==> src/design/ttr_pkg.sv <==
// Package for the trajectory time resampler.
// Holds beat types, controller states, command/status structs and fixed constants.
// No dependencies.
`default_nettype none
package ttr_pkg;

    localparam logic [31:0] TIME_STEP_RESET = 32'd6554;
    localparam int unsigned DIV_CNT_W       = 6;
    localparam logic [5:0]  K_DIV_STEPS     = 6'd33;
    localparam logic [5:0]  ALPHA_DIV_STEPS = 6'd32;

    typedef struct packed {
        logic [31:0]        point_time;
        logic signed [31:0] point_x;
        logic signed [31:0] point_y;
        logic               final_point;
    } in_t;

    typedef struct packed {
        logic signed [31:0] sample_x;
        logic signed [31:0] sample_y;
        logic               run_end;
        logic               clipped;
    } out_t;

    typedef enum logic [3:0] {
        S_IDLE, S_FIRST, S_KSTART, S_KDIV, S_KDONE, S_TSTEP, S_ASTART, S_ADIV,
        S_M0, S_M1, S_M2, S_M3, S_M4, S_ROUND, S_EMIT, S_FIN
    } state_t;

    typedef enum logic [2:0] {
        MP_XLO, MP_XHI, MP_YLO, MP_YHI, MP_YFIN
    } mul_phase_t;

    typedef struct packed {
        logic       load_in;
        logic       first_emit;
        logic       k_start;
        logic       k_done;
        logic       t_step;
        logic       a_start;
        logic       mul_en;
        mul_phase_t mul_phase;
        logic       round;
        logic       sample_emit;
        logic       final_emit;
        logic       commit;
    } cmd_t;

    typedef struct packed {
        logic started;
        logic div_busy;
        logic do_samples;
        logic last_sample;
        logic final_needed;
        logic out_free;
    } sts_t;

endpackage
`default_nettype wire

==> src/design/ttr_div.sv <==
// Iterative restoring divider, one quotient bit per cycle.
// 32-bit divisor, 33-bit dividend shifted in MSB first, preloadable remainder.
// Depends on ttr_pkg.
`default_nettype none
module ttr_div (
    input  wire logic                         aclk,
    input  wire logic                         aresetn,
    input  wire logic                         start,
    input  wire logic [31:0]                  rem_init,
    input  wire logic [32:0]                  dividend,
    input  wire logic [ttr_pkg::DIV_CNT_W-1:0] count,
    input  wire logic [31:0]                  divisor,
    output logic                              busy,
    output logic [32:0]                       quotient,
    output logic [31:0]                       remainder
);

    logic [ttr_pkg::DIV_CNT_W-1:0] cnt_reg, cnt_next;
    logic [31:0] rem_reg, rem_next;
    logic [32:0] dvd_reg, dvd_next;
    logic [32:0] q_reg, q_next;
    logic [31:0] div_reg, div_next;
    logic [32:0] r_sh;
    logic [32:0] r_sub;
    logic        ge;

    assign r_sh  = {rem_reg, dvd_reg[32]};
    assign r_sub = r_sh - {1'b0, div_reg};
    assign ge    = r_sh >= {1'b0, div_reg};

    always_comb begin
        cnt_next = cnt_reg;
        rem_next = rem_reg;
        dvd_next = dvd_reg;
        q_next   = q_reg;
        div_next = div_reg;
        if (start) begin
            cnt_next = count;
            rem_next = rem_init;
            dvd_next = dividend;
            q_next   = '0;
            div_next = divisor;
        end else if (cnt_reg != '0) begin
            cnt_next = cnt_reg - 1'b1;
            rem_next = ge ? r_sub[31:0] : r_sh[31:0];
            dvd_next = {dvd_reg[31:0], 1'b0};
            q_next   = {q_reg[31:0], ge};
        end
    end

    always_ff @(posedge aclk) begin
        if (!aresetn) begin
            cnt_reg <= '0;
        end else begin
            cnt_reg <= cnt_next;
        end
        rem_reg <= rem_next;
        dvd_reg <= dvd_next;
        q_reg   <= q_next;
        div_reg <= div_next;
    end

    assign busy      = cnt_reg != '0;
    assign quotient  = q_reg;
    assign remainder = rem_reg;

endmodule
`default_nettype wire

==> src/design/ttr_datapath.sv <==
// Resampler datapath: state registers, divider, shared 33x16 multiplier,
// rounding, output register and the time_step register. Depends on ttr_pkg, ttr_div.
`default_nettype none
module ttr_datapath #(
    parameter int unsigned MAX_SAMPLES_PER_SEGMENT = 63
) (
    input  wire logic          aclk,
    input  wire logic          aresetn,
    input  wire ttr_pkg::in_t  s_data,
    input  wire logic          cfg_valid,
    input  wire logic [31:0]   cfg_data,
    input  wire logic          m_ready,
    output logic               m_valid,
    output ttr_pkg::out_t      m_data,
    input  wire ttr_pkg::cmd_t cmd,
    output ttr_pkg::sts_t      sts
);

    localparam int unsigned JW = $clog2(MAX_SAMPLES_PER_SEGMENT + 1);
    localparam logic [JW-1:0] MAX_J = JW'(MAX_SAMPLES_PER_SEGMENT);

    ttr_pkg::in_t  in_reg;
    ttr_pkg::out_t out_reg, out_next;
    logic          m_valid_reg, m_valid_next;
    logic [31:0]   time_step_reg;
    logic          started_reg;
    logic [31:0]   prev_time_reg;
    logic [31:0]   prev_x_reg, prev_y_reg;
    logic [32:0]   clk_reg;
    logic [31:0]   emitted_x_reg, emitted_y_reg;
    logic          clip_reg;
    logic [JW-1:0] emit_reg, jcnt_reg;
    logic          do_samples_reg;
    logic [33:0]   t_reg;
    logic [32:0]   magx_reg, magy_reg;
    logic          negx_reg, negy_reg;
    logic [48:0]   prod_reg;
    logic [63:0]   accx_reg, accy_reg;
    logic [31:0]   sx_reg, sy_reg;

    logic [31:0] step;
    logic        pt_ge_clk;
    logic [32:0] k_dividend;
    logic [31:0] seg;
    logic [31:0] dt;
    logic        div_start, div_busy;
    logic [31:0] div_rem_init;
    logic [32:0] div_dividend;
    logic [ttr_pkg::DIV_CNT_W-1:0] div_count;
    logic [31:0] div_divisor;
    logic [32:0] quotient;
    logic [31:0] remainder;
    logic [32:0] dx, dy;
    logic [32:0] mop;
    logic [15:0] aop;
    logic [63:0] rndx, rndy;
    logic [31:0] rx, ry;
    logic        k_clip;
    logic        sample_final;
    logic        out_load;

    assign step       = (time_step_reg == '0) ? 32'd1 : time_step_reg;
    assign pt_ge_clk  = {1'b0, in_reg.point_time} >= clk_reg;
    assign k_dividend = pt_ge_clk ? ({1'b0, in_reg.point_time} - clk_reg) : '0;
    assign seg        = in_reg.point_time - prev_time_reg;
    assign dt         = (t_reg < {2'b0, prev_time_reg}) ? '0
                      : 32'(t_reg - {2'b0, prev_time_reg});

    assign div_start    = cmd.k_start | cmd.a_start;
    assign div_rem_init = cmd.a_start ? {1'b0, dt[31:1]} : '0;
    assign div_dividend = cmd.a_start ? {dt[0], 32'b0} : k_dividend;
    assign div_count    = cmd.a_start ? ttr_pkg::ALPHA_DIV_STEPS : ttr_pkg::K_DIV_STEPS;
    assign div_divisor  = cmd.a_start ? seg : step;

    ttr_div u_div (
        .aclk      (aclk),
        .aresetn   (aresetn),
        .start     (div_start),
        .rem_init  (div_rem_init),
        .dividend  (div_dividend),
        .count     (div_count),
        .divisor   (div_divisor),
        .busy      (div_busy),
        .quotient  (quotient),
        .remainder (remainder)
    );

    assign dx = {in_reg.point_x[31], in_reg.point_x} - {prev_x_reg[31], prev_x_reg};
    assign dy = {in_reg.point_y[31], in_reg.point_y} - {prev_y_reg[31], prev_y_reg};

    assign mop = (cmd.mul_phase == ttr_pkg::MP_XLO || cmd.mul_phase == ttr_pkg::MP_XHI)
               ? magx_reg : magy_reg;
    assign aop = (cmd.mul_phase == ttr_pkg::MP_XLO || cmd.mul_phase == ttr_pkg::MP_YLO)
               ? quotient[15:0] : quotient[31:16];

    assign rndx = accx_reg + 64'h4000_0000;
    assign rndy = accy_reg + 64'h4000_0000;
    assign rx   = rndx[62:31];
    assign ry   = rndy[62:31];

    assign k_clip = quotient > 33'(MAX_SAMPLES_PER_SEGMENT);
    assign sample_final = in_reg.final_point &&
        (sx_reg != in_reg.point_x || sy_reg != in_reg.point_y);

    assign out_load = cmd.first_emit | cmd.sample_emit | cmd.final_emit;

    always_comb begin
        out_next     = out_reg;
        m_valid_next = m_valid_reg;
        if (out_load) begin
            m_valid_next = 1'b1;
            if (cmd.sample_emit) begin
                out_next.sample_x = sx_reg;
                out_next.sample_y = sy_reg;
                out_next.run_end  = (jcnt_reg == emit_reg) && !sample_final;
                out_next.clipped  = clip_reg;
            end else begin
                out_next.sample_x = in_reg.point_x;
                out_next.sample_y = in_reg.point_y;
                out_next.run_end  = 1'b1;
                out_next.clipped  = cmd.final_emit ? clip_reg : 1'b0;
            end
        end else if (m_ready) begin
            m_valid_next = 1'b0;
        end
    end

    always_ff @(posedge aclk) begin
        if (!aresetn) begin
            m_valid_reg   <= 1'b0;
            time_step_reg <= ttr_pkg::TIME_STEP_RESET;
            started_reg   <= 1'b0;
            prev_time_reg <= '0;
            prev_x_reg    <= '0;
            prev_y_reg    <= '0;
            clk_reg       <= '0;
            emitted_x_reg <= '0;
            emitted_y_reg <= '0;
        end else begin
            m_valid_reg <= m_valid_next;
            if (cfg_valid) begin
                time_step_reg <= cfg_data;
            end
            if (cmd.first_emit) begin
                clk_reg <= {1'b0, in_reg.point_time};
            end else if (cmd.k_done && pt_ge_clk) begin
                clk_reg <= {1'b0, in_reg.point_time} - {1'b0, remainder};
            end
            if (cmd.first_emit || cmd.commit) begin
                started_reg   <= !in_reg.final_point;
                prev_time_reg <= in_reg.point_time;
                prev_x_reg    <= in_reg.point_x;
                prev_y_reg    <= in_reg.point_y;
            end
            if (cmd.sample_emit) begin
                emitted_x_reg <= sx_reg;
                emitted_y_reg <= sy_reg;
            end else if (cmd.first_emit || cmd.final_emit) begin
                emitted_x_reg <= in_reg.point_x;
                emitted_y_reg <= in_reg.point_y;
            end
        end
        out_reg <= out_next;
        if (cmd.load_in) begin
            in_reg <= s_data;
        end
        if (cmd.k_done) begin
            clip_reg       <= k_clip;
            emit_reg       <= k_clip ? MAX_J : quotient[JW-1:0];
            do_samples_reg <= (in_reg.point_time > prev_time_reg) && (quotient != '0);
            t_reg          <= {1'b0, clk_reg};
            jcnt_reg       <= '0;
            negx_reg       <= dx[32];
            negy_reg       <= dy[32];
            magx_reg       <= dx[32] ? (~dx + 33'd1) : dx;
            magy_reg       <= dy[32] ? (~dy + 33'd1) : dy;
        end
        if (cmd.t_step) begin
            t_reg    <= t_reg + {2'b0, step};
            jcnt_reg <= jcnt_reg + 1'b1;
        end
        if (cmd.mul_en) begin
            prod_reg <= mop * aop;
            unique case (cmd.mul_phase)
                ttr_pkg::MP_XLO:  ;
                ttr_pkg::MP_XHI:  accx_reg <= {15'b0, prod_reg};
                ttr_pkg::MP_YLO:  accx_reg <= accx_reg + {prod_reg[47:0], 16'b0};
                ttr_pkg::MP_YHI:  accy_reg <= {15'b0, prod_reg};
                ttr_pkg::MP_YFIN: accy_reg <= accy_reg + {prod_reg[47:0], 16'b0};
                default:          ;
            endcase
        end
        if (cmd.round) begin
            sx_reg <= prev_x_reg + (negx_reg ? (~rx + 32'd1) : rx);
            sy_reg <= prev_y_reg + (negy_reg ? (~ry + 32'd1) : ry);
        end
    end

    assign m_valid = m_valid_reg;
    assign m_data  = out_reg;

    assign sts.started      = started_reg;
    assign sts.div_busy     = div_busy;
    assign sts.do_samples   = do_samples_reg;
    assign sts.last_sample  = jcnt_reg == emit_reg;
    assign sts.final_needed = in_reg.final_point &&
        (emitted_x_reg != in_reg.point_x || emitted_y_reg != in_reg.point_y);
    assign sts.out_free     = !m_valid_reg || m_ready;

endmodule
`default_nettype wire

==> src/design/ttr_ctrl.sv <==
// Resampler controller: sequences the per-point division, the per-sample
// division, multiply and rounding, and the output beats. Depends on ttr_pkg.
`default_nettype none
module ttr_ctrl (
    input  wire logic          aclk,
    input  wire logic          aresetn,
    input  wire logic          s_valid,
    output logic               s_ready,
    input  wire ttr_pkg::sts_t sts,
    output ttr_pkg::cmd_t      cmd
);

    ttr_pkg::state_t state_reg, state_next;

    always_ff @(posedge aclk) begin
        if (!aresetn) begin
            state_reg <= ttr_pkg::S_IDLE;
        end else begin
            state_reg <= state_next;
        end
    end

    always_comb begin
        state_next    = state_reg;
        cmd           = '0;
        cmd.mul_phase = ttr_pkg::MP_XLO;
        s_ready       = 1'b0;
        unique case (state_reg)
            ttr_pkg::S_IDLE: begin
                s_ready = 1'b1;
                if (s_valid) begin
                    cmd.load_in = 1'b1;
                    state_next  = sts.started ? ttr_pkg::S_KSTART : ttr_pkg::S_FIRST;
                end
            end
            ttr_pkg::S_FIRST: begin
                if (sts.out_free) begin
                    cmd.first_emit = 1'b1;
                    state_next     = ttr_pkg::S_IDLE;
                end
            end
            ttr_pkg::S_KSTART: begin
                cmd.k_start = 1'b1;
                state_next  = ttr_pkg::S_KDIV;
            end
            ttr_pkg::S_KDIV: begin
                if (!sts.div_busy) begin
                    state_next = ttr_pkg::S_KDONE;
                end
            end
            ttr_pkg::S_KDONE: begin
                cmd.k_done = 1'b1;
                state_next = ttr_pkg::S_TSTEP;
            end
            ttr_pkg::S_TSTEP: begin
                if (sts.do_samples) begin
                    cmd.t_step = 1'b1;
                    state_next = ttr_pkg::S_ASTART;
                end else begin
                    state_next = ttr_pkg::S_FIN;
                end
            end
            ttr_pkg::S_ASTART: begin
                cmd.a_start = 1'b1;
                state_next  = ttr_pkg::S_ADIV;
            end
            ttr_pkg::S_ADIV: begin
                if (!sts.div_busy) begin
                    state_next = ttr_pkg::S_M0;
                end
            end
            ttr_pkg::S_M0: begin
                cmd.mul_en = 1'b1;
                state_next = ttr_pkg::S_M1;
            end
            ttr_pkg::S_M1: begin
                cmd.mul_en    = 1'b1;
                cmd.mul_phase = ttr_pkg::MP_XHI;
                state_next    = ttr_pkg::S_M2;
            end
            ttr_pkg::S_M2: begin
                cmd.mul_en    = 1'b1;
                cmd.mul_phase = ttr_pkg::MP_YLO;
                state_next    = ttr_pkg::S_M3;
            end
            ttr_pkg::S_M3: begin
                cmd.mul_en    = 1'b1;
                cmd.mul_phase = ttr_pkg::MP_YHI;
                state_next    = ttr_pkg::S_M4;
            end
            ttr_pkg::S_M4: begin
                cmd.mul_en    = 1'b1;
                cmd.mul_phase = ttr_pkg::MP_YFIN;
                state_next    = ttr_pkg::S_ROUND;
            end
            ttr_pkg::S_ROUND: begin
                cmd.round  = 1'b1;
                state_next = ttr_pkg::S_EMIT;
            end
            ttr_pkg::S_EMIT: begin
                if (sts.out_free) begin
                    cmd.sample_emit = 1'b1;
                    state_next = sts.last_sample ? ttr_pkg::S_FIN : ttr_pkg::S_TSTEP;
                end
            end
            ttr_pkg::S_FIN: begin
                if (!sts.final_needed) begin
                    cmd.commit = 1'b1;
                    state_next = ttr_pkg::S_IDLE;
                end else if (sts.out_free) begin
                    cmd.final_emit = 1'b1;
                    cmd.commit     = 1'b1;
                    state_next     = ttr_pkg::S_IDLE;
                end
            end
            default: begin
                state_next = ttr_pkg::S_IDLE;
            end
        endcase
    end

endmodule
`default_nettype wire

==> src/design/trajectory_time_resampler_top.sv <==
// Trajectory time resampler, top level.
// Instantiates ttr_ctrl and ttr_datapath; depends on ttr_pkg.
//
// Usage:
//   s_valid/s_ready/s_data carry trajectory points (time, x, y, final flag).
//   m_valid/m_ready/m_data carry result beats (x, y, run_end, clipped).
//   cfg_valid/cfg_ready/cfg_data write time_step; write only while idle.
//   One point is taken at a time; s_ready is high only between points.
//   First point of a trajectory: one beat, loaded once the output register is free;
//   the block then returns to idle and can take the next point.
//   Later points: the sample-count division (one quotient bit per cycle,
//   33 bits), then for each emitted sample the alpha division, the
//   multiply/accumulate states S_M0 to S_M4 on one 33x16 multiplier,
//   rounding and output load, and finally S_FIN to close the point.
//   A final point that must be appended adds one beat.
//   run_end marks the last beat caused by a point.
//   The output register holds a beat until m_ready; the sequencer waits on
//   a full output register, so a stalled receiver stalls the block.
//   Reset (aresetn low, synchronous) clears state; time_step returns to 6554.
`default_nettype none
module trajectory_time_resampler_top #(
    parameter int unsigned MAX_SAMPLES_PER_SEGMENT = 63
) (
    input  wire logic          aclk,
    input  wire logic          aresetn,
    input  wire logic          s_valid,
    output logic               s_ready,
    input  wire ttr_pkg::in_t  s_data,
    output logic               m_valid,
    input  wire logic          m_ready,
    output ttr_pkg::out_t      m_data,
    input  wire logic          cfg_valid,
    output logic               cfg_ready,
    input  wire logic [31:0]   cfg_data
);

    ttr_pkg::cmd_t cmd;
    ttr_pkg::sts_t sts;

    assign cfg_ready = 1'b1;

    ttr_ctrl u_ctrl (
        .aclk    (aclk),
        .aresetn (aresetn),
        .s_valid (s_valid),
        .s_ready (s_ready),
        .sts     (sts),
        .cmd     (cmd)
    );

    ttr_datapath #(
        .MAX_SAMPLES_PER_SEGMENT (MAX_SAMPLES_PER_SEGMENT)
    ) u_dp (
        .aclk      (aclk),
        .aresetn   (aresetn),
        .s_data    (s_data),
        .cfg_valid (cfg_valid),
        .cfg_data  (cfg_data),
        .m_ready   (m_ready),
        .m_valid   (m_valid),
        .m_data    (m_data),
        .cmd       (cmd),
        .sts       (sts)
    );

    a_busy_after_accept: assert property (@(posedge aclk) disable iff (!aresetn)
        s_valid && s_ready |=> !s_ready)
        else $error("input accepted while previous point still in progress");

    a_one_load: assert property (@(posedge aclk) disable iff (!aresetn)
        $onehot0({cmd.first_emit, cmd.sample_emit, cmd.final_emit}))
        else $error("more than one result load in a cycle");

    a_load_free: assert property (@(posedge aclk) disable iff (!aresetn)
        (cmd.first_emit || cmd.sample_emit || cmd.final_emit) |-> sts.out_free)
        else $error("result loaded over an untaken beat");

    a_div_idle_on_start: assert property (@(posedge aclk) disable iff (!aresetn)
        (cmd.k_start || cmd.a_start) |-> !sts.div_busy)
        else $error("divider restarted while busy");

endmodule
`default_nettype wire

==> config.mk <==
export PLATFORM = sky130hd
export DESIGN_NAME = trajectory_time_resampler_top
export DESIGN_NICKNAME = d
export VERILOG_FILES = /design/src/design/ttr_pkg.sv /design/src/design/ttr_div.sv /design/src/design/ttr_datapath.sv /design/src/design/ttr_ctrl.sv /design/src/design/trajectory_time_resampler_top.sv
export SDC_FILE = /design/constraint.sdc
export NUM_CORES = 2
export LEC_CHECK = 0
export BUFFER_PORTS_ARGS = -buffer_cell sky130_fd_sc_hd__buf_2
export CORE_AREA = 2 2 431 390
export DETAILED_ROUTE_END_ITERATION = 10
export DIE_AREA = 0 0 433 392
export PLACE_DENSITY = 0.74
export SLEW_MARGIN = 40
export SYNTH_ARGS = -nofsm -noshare
export SYNTH_HDL_FRONTEND = slang
export SYNTH_SLANG_ARGS = --single-unit
==> constraint.sdc <==
create_clock -name aclk -period 8.8 [get_ports aclk]
set_input_delay 1.32 -clock aclk [delete_from_list [all_inputs] [get_ports aclk]]
set_output_delay 1.32 -clock aclk [all_outputs]
set_load 0.1 [all_outputs]
# [Word-level counts from Yosys, hierarchy flattened]
# Cells that the tools add are included.
[totals] word_cells=198 register_bits=887 in_bits=134
[op_classes] n_reduce_logical=32 n_bitwise=8 add_sub_neg=20 eq_ne=28 order_cmp=5 n_mux=64 mul=1
[op_table] operator="two-way mux 32 bit" n=16
[op_table] operator="case mux 64 bit (2 select lines)" n=2
[op_table] operator="two-way mux 33 bit" n=5
[op_table] operator="adder 64 bit" n=2
[op_table] operator="!= test 32 bit" n=4
[op_table] operator="adder 63 x 31 -> 63 bit, second input constant" n=2
[op_table] operator="subtractor 32 x 32 -> 33 bit" n=3
[op_table] operator="subtractor 32 bit" n=3
[op_table] operator="two-way mux 34 bit" n=2
[op_table] operator="adder 33 x 1 -> 33 bit, second input constant" n=2
[op_table] operator="two-way mux 66 bit" n=1
[op_table] operator="NOT 33 bit" n=2
[op_table] operator="adder 32 x 1 -> 32 bit, second input constant" n=2
[op_table] operator="adder 32 bit" n=2
[op_table] operator="NOT 32 bit" n=2
[op_table] operator="case mux 4 bit (16 select lines)" n=1
[op_table] operator="multiplier 33 x 16 -> 49 bit" n=1
[op_table] operator="adder 34 x 32 -> 34 bit" n=1
[op_table] operator="less-than comparator 34 x 32 -> 1 bit" n=1
[op_table] operator="greater-or-equal comparator 32 x 33 -> 1 bit" n=1
[op_table] operator="greater-or-equal comparator 33 x 32 -> 1 bit" n=1
[op_table] operator="greater-than comparator 33 x 6 -> 1 bit, second input constant" n=1
[op_table] operator="nonzero test 33 bit" n=1
[op_table] operator="subtractor 32 x 33 -> 33 bit" n=1
[op_table] operator="other kinds (33)" n=99

# [Depth between registers and ports, before layout]
[logic_depth] ltp_word=8 mapped_depth=33 ltp_nobuf=30

# [By module]
# Synthesis repeated with hierarchy kept, for this count alone.
[hier_totals] cells_unflattened=8308 hier_area_um2=74901.8
[modules_own_cells] mod="ttr_datapath" area_each_um2=67160.7 instances=1 seq_area_each_um2=19138.4 cells_each=7533
[modules_own_cells] mod="ttr_div" area_each_um2=7247.0 instances=1 seq_area_each_um2=3693.5 cells_each=703
[modules_own_cells] mod="ttr_ctrl" area_each_um2=483.0 instances=1 seq_area_each_um2=80.1 cells_each=70
[modules_own_cells] mod="trajectory_time_resampler_top" area_each_um2=11.3 instances=1 seq_area_each_um2=0.0 cells_each=2

# [Least setup slack after synthesis]
# Ideal clock, no wire load.
[synth_path] path_kind="register -> register" from="reg u_ctrl.state_reg[0]" to="reg u_dp.prod_reg[47], data pin" synth_period_minus_slack_ns=8.200 path_slack_ns=0.600 path_stages_with_launch=30 n_path_buf=3 required_time_ns=8.542 setup_ns=0.258 t_arrival_ns=7.942 cell_sequence="dfxtp_1 clkbuf_1 nor3_1 o21ai_1 clkbuf_1 buf_1 mux2i_1 nor2_1 fa_1 inv_1 fa_1 fa_1 inv_1 fa_1 fa_1 inv_1 fa_1 inv_1 ha_1 inv_1 o21ai_0 o211a_1 o31a_1 a31oi_1 o21ai_0 a21bo_2 a2111oi_0 o31ai_1 a21oi_1 xnor2_1"
[synth_between] elab_chain_cells=6 elab_cells_between_ends=13
[synth_lines] item="from (decl)" line_no="ttr_ctrl.sv:13" text="ttr_pkg::state_t state_reg, state_next;"
[synth_lines] item="from (signal assigned)" line_no="ttr_ctrl.sv:17" text="state_reg <= ttr_pkg::S_IDLE;"
[synth_lines] item="from (signal assigned)" line_no="ttr_ctrl.sv:19" text="state_reg <= state_next;"
[synth_lines] item="== test 4 bit" line_no="ttr_ctrl.sv:28" text="unique case (state_reg)"
[synth_lines] item="case mux 3 bit (4 select lines) *" line_no="ttr_ctrl.sv:28"
[synth_lines] item="== test 3 x 1 -> 1 bit (tied with other cells)" line_no="ttr_datapath.sv:91" text="assign mop = (cmd.mul_phase == ttr_pkg::MP_XLO || cmd.mul_phase == ttr_pkg::MP_XHI)"
[synth_lines] item="logical OR 1 bit (on tied branches)" line_no="ttr_datapath.sv:91, ttr_datapath.sv:93"
[synth_lines] item="two-way mux 33 bit or two-way mux 16 bit (tied branches)" line_no="ttr_datapath.sv:92, ttr_datapath.sv:94"
[synth_lines] item="multiplier 33 x 16 -> 49 bit *" line_no="ttr_datapath.sv:183" text="prod_reg <= mop * aop;"
[synth_lines] item="to (signal assigned)" line_no="ttr_datapath.sv:183"
[synth_lines] item="to (decl)" line_no="ttr_datapath.sv:37" text="logic [48:0] prod_reg;"
# Every way passes the cells marked *; elsewhere a longest branch is shown, timed or not.
# A chain may end at the register's enable or synchronous reset.

# [Worst setup path in the final report]
[layout_path] from="reg u_ctrl.state_reg[2]" to="reg u_dp.prod_reg[46], data pin"
# Same word-level chain as after synthesis.

==> metrics.cfg <==
[floorplan]
die_h_microns = 392
initial_core_util_pct = 44.7
dieArea_sq_um = 170000
core_area_sq_um = 165000
ios = 203
row_count = 142
die_w_microns = 433

[worst_hold_path]
hold_depth = 2
min_to = u_dp.u_div.quotient[32]
hp-start = u_dp.u_div.quotient[32]
hp-class = flop to flop

[timing]
rsz0062_at_grt = true
clock_skew_ps = 76.1
post-route-min-period_ps = 8420
max_freq_ghz = 0.119
maxSlewHeadroom_pct = 37.5
slew_violations = 0
hold_viol_final = 0
setup_viol = 0
timing.final.crit_share_pct = 95.6
worst_pin_slew_ps = 912

[synth]
ys.flop_type = edfxtp_1
syn_inst = 8148
syn_area_per_cell_sq_um = 9.08
netlist_area_sq_um = 73900
syn_nets = 9266
yosysWarnings = 0
ys_ff_latch = 853
async_flop_share_pct = 0
synth_cell_types = 98
ys_seq_area_share_pct = 31.0
synth-edff-count = 583

[critical_path]
critPathRequiredTime_ps = 9290
endpoint_kind = flop
rr_endpoint = u_dp.prod_reg[46]
worstSetupStartpointType = flop
rr_worst_depth = 27
r2r_start = u_ctrl.state_reg[2]
cp.arrival_ps = 8900
cp_max_fo = 17
critPathLaunch = u_ctrl.state_reg[2]
ff2ff_setup_slack_ps = 380
worstSetupPathType = flop to flop

[drt]
initialDrtViolationCount = 5878
wl_per_cell_microns = 22.1
drt_pass1_iterations = 6
vias_per_cell = 5.79
drc_errors = 0
route.antenna.remaining_nets = 0
wl_mm = 233
dr_total_vias = 61158

[global_routing]
grt_max_degree = 132
grt_pass1_vias = 59537
grt.overflow.total = 0
grt_usage_pct = 27.2
grt_pass1_wl_mm = 356
grt_antenna_before_repair = 2

[place]
portBuffers = 201
dp_hpwl_mm = 183
place_congestion = 0.967
dp_cells = 10384

[layout]
multi_input_area_sq_um = 47100
largest_register_ffs = 97
layout-drive-gt1-share_pct = 8.04
fillers = 15211
fin_cells = 10556
nNetsFinal = 9362
regArea_sq_um = 22900
syn2layout_area_growth_pct = 9.23

[cts]
ctsLongestPathBuffers = 3
clk_latency_ps = 760
cts_setup_buffers = 0
cts_made_buffers = 89
cts-root-buf = clkbuf_16
h-tree-depth = 3
cts_sinks = 853
cts_hold_buf = 0
cts_tree = done
clk_pin_slew_worst_paths_ps = 60

[run]
max_cap_viol_count = 0

[outcome]
status = complete, no violations

-- cells in the mapped netlist (11+ instances only) --
| cell | count | share of area (%) |
|---|---|---|
| nand2_1 | 1056 | 5.4 |
| inv_1 | 812 | 4.1 |
| nor2_1 | 649 | 3.3 |
| edfxtp_1 | 583 | 24 |
| a21oi_1 | 543 | 3.7 |
| ha_1 | 540 | 9.1 |
| fa_1 | 444 | 12 |
| xnor2_1 | 430 | 5.1 |
| o21ai_0 | 405 | 2.7 |
| xor2_1 | 287 | 3.4 |
| dfxtp_1 | 270 | 7.3 |
| clkbuf_1 | 267 | 1.4 |
| a21o_1 | 217 | 2.2 |
| mux2i_1 | 180 | 2.4 |
| nand3_1 | 127 | 0.86 |
| mux2_2 | 122 | 1.9 |
| nor3_1 | 107 | 0.72 |
| nand2b_1 | 77 | 0.65 |
| nand4_1 | 73 | 0.62 |
| o21bai_1 | 69 | 0.70 |
| nor2b_1 | 68 | 0.58 |
| and3_1 | 65 | 0.55 |
| a31oi_1 | 63 | 0.53 |
| o21a_1 | 63 | 0.64 |
| nor4_1 | 62 | 0.52 |
| o31ai_1 | 55 | 0.56 |
| and2_1 | 45 | 0.38 |
| a211oi_1 | 44 | 0.45 |
| or3_1 | 35 | 0.30 |
| o22ai_1 | 31 | 0.26 |
| and4_1 | 21 | 0.25 |
| o211ai_1 | 21 | 0.21 |
| or2_2 | 20 | 0.17 |
| a211o_1 | 19 | 0.23 |
| a21boi_0 | 19 | 0.19 |
| buf_1 | 19 | 0.096 |
| a41oi_1 | 14 | 0.17 |
| o31a_1 | 12 | 0.14 |
| a311oi_1 | 11 | 0.13 |
| nand3b_1 | 11 | 0.11 |
| o21ai_1 | 11 | 0.074 |
-- metrics by stage --
stage	util (%)	instance area (sq um)	setup WS, ps	setup TNS (ps)	hold WS [ps]
global route	48.8	80800	-26.8	-64.3	469
detailed placement	46.9	77600	172	0	447
floorplan	-	73900	600	0	432
CTS	48.8	80700	139	0	455
finish	48.8	80800	385	0	454
global placement	46.9	77500	-20.4	-20.4	441
-- layout make-up --
cell class	instances	share of cell area (%)
antenna	3	0.00929
clock buffer	110	2.96
clock inverter	58	0.863
inverter	812	3.79
multi-input combinational	6190	58.3
sequential	853	28.4
tap	2232	3.46
timing repair buffer	298	2.24
-- layout by cell type, fill, tap and decap left out, types with 86 or more instances in the layout --
master	count
nor2_1	647
buf_2	201
fa_1	444
xor2_1	287
mux2i_1	170
ha_1	540
nand2_1	1051
xnor2_1	430
a21o_1	217
o21ai_0	403
clkbuf_16	90
a21oi_1	541
nand3_1	125
edfxtp_1	583
buf_4	86
inv_1	809
mux2_2	122
nor3_1	103
dfxtp_1	270
-- cells by family (layout without fill, tap and decap cells) --
family / after synthesis / in the layout / synth area share, %
AOI/OAI and AO/OA: 1726 / 1726 / 14.6
xor gates and xnor gates: 717 / 717 / 8.49
adders and majority gates: 984 / 984 / 21.2
buffers and inverters: 1105 / 1278 / 5.63
DFF: 853 / 853 / 31.0
muxes: 302 / 302 / 4.29
other: 1 / 4 / 0.00507
and+or+nand+nor: 2460 / 2460 / 14.9
-- worst max-delay path: stages (launching register included) --
cell	delay (ps)
dfxtp_1	370
inv_1	160
nor3_2	80
o21ai_4	500
buf_8	270
mux2_2	430
buf_4	300
nand2_1	110
fa_1	550
inv_1	60
fa_1	500
fa_1	650
fa_1	480
fa_1	510
inv_1	50
fa_1	470
inv_1	40
ha_1	350
a21o_1	190
a21oi_1	170
nand3_1	110
o21ai_0	380
a211oi_1	210
nor2_1	200
o21ai_0	140
a211o_1	370
a311oi_1	390
xnor2_1	110
-- routing by layer --
metal,part of all wire [%],global-route usage (%),vias up
met5,0,0,-
met3,7.1,3.65,440
met2,46,43.9,2431
li1,-,-,28231
met1,43,36.7,30056
met4,4.5,11.0,0
-- repair_timing --
| item | in CTS | in global routing |
|---|---|---|
| hold endpoints to repair | 0 | 0 |
| gates resized for setup | 0 | 7 |
| setup endpoints to repair | 0 | 10 |
-- how the worst max path moves through the flow --
stage | cells after the start | endpoint
3_3_place_gp | 26 | u_dp.prod_reg[47]
6_report | 27 | u_dp.prod_reg[46]
3_5_place_dp | 30 | u_dp.prod_reg[47]
2_1_floorplan | 29 | u_dp.prod_reg[47]
5_1_grt | 31 | u_dp.prod_reg[42]
4_1_cts | 30 | u_dp.prod_reg[47]
Power is left out: the tool's default activity adds up to more than one toggle a clock period on the data nets, which glitch-free logic cannot reach.
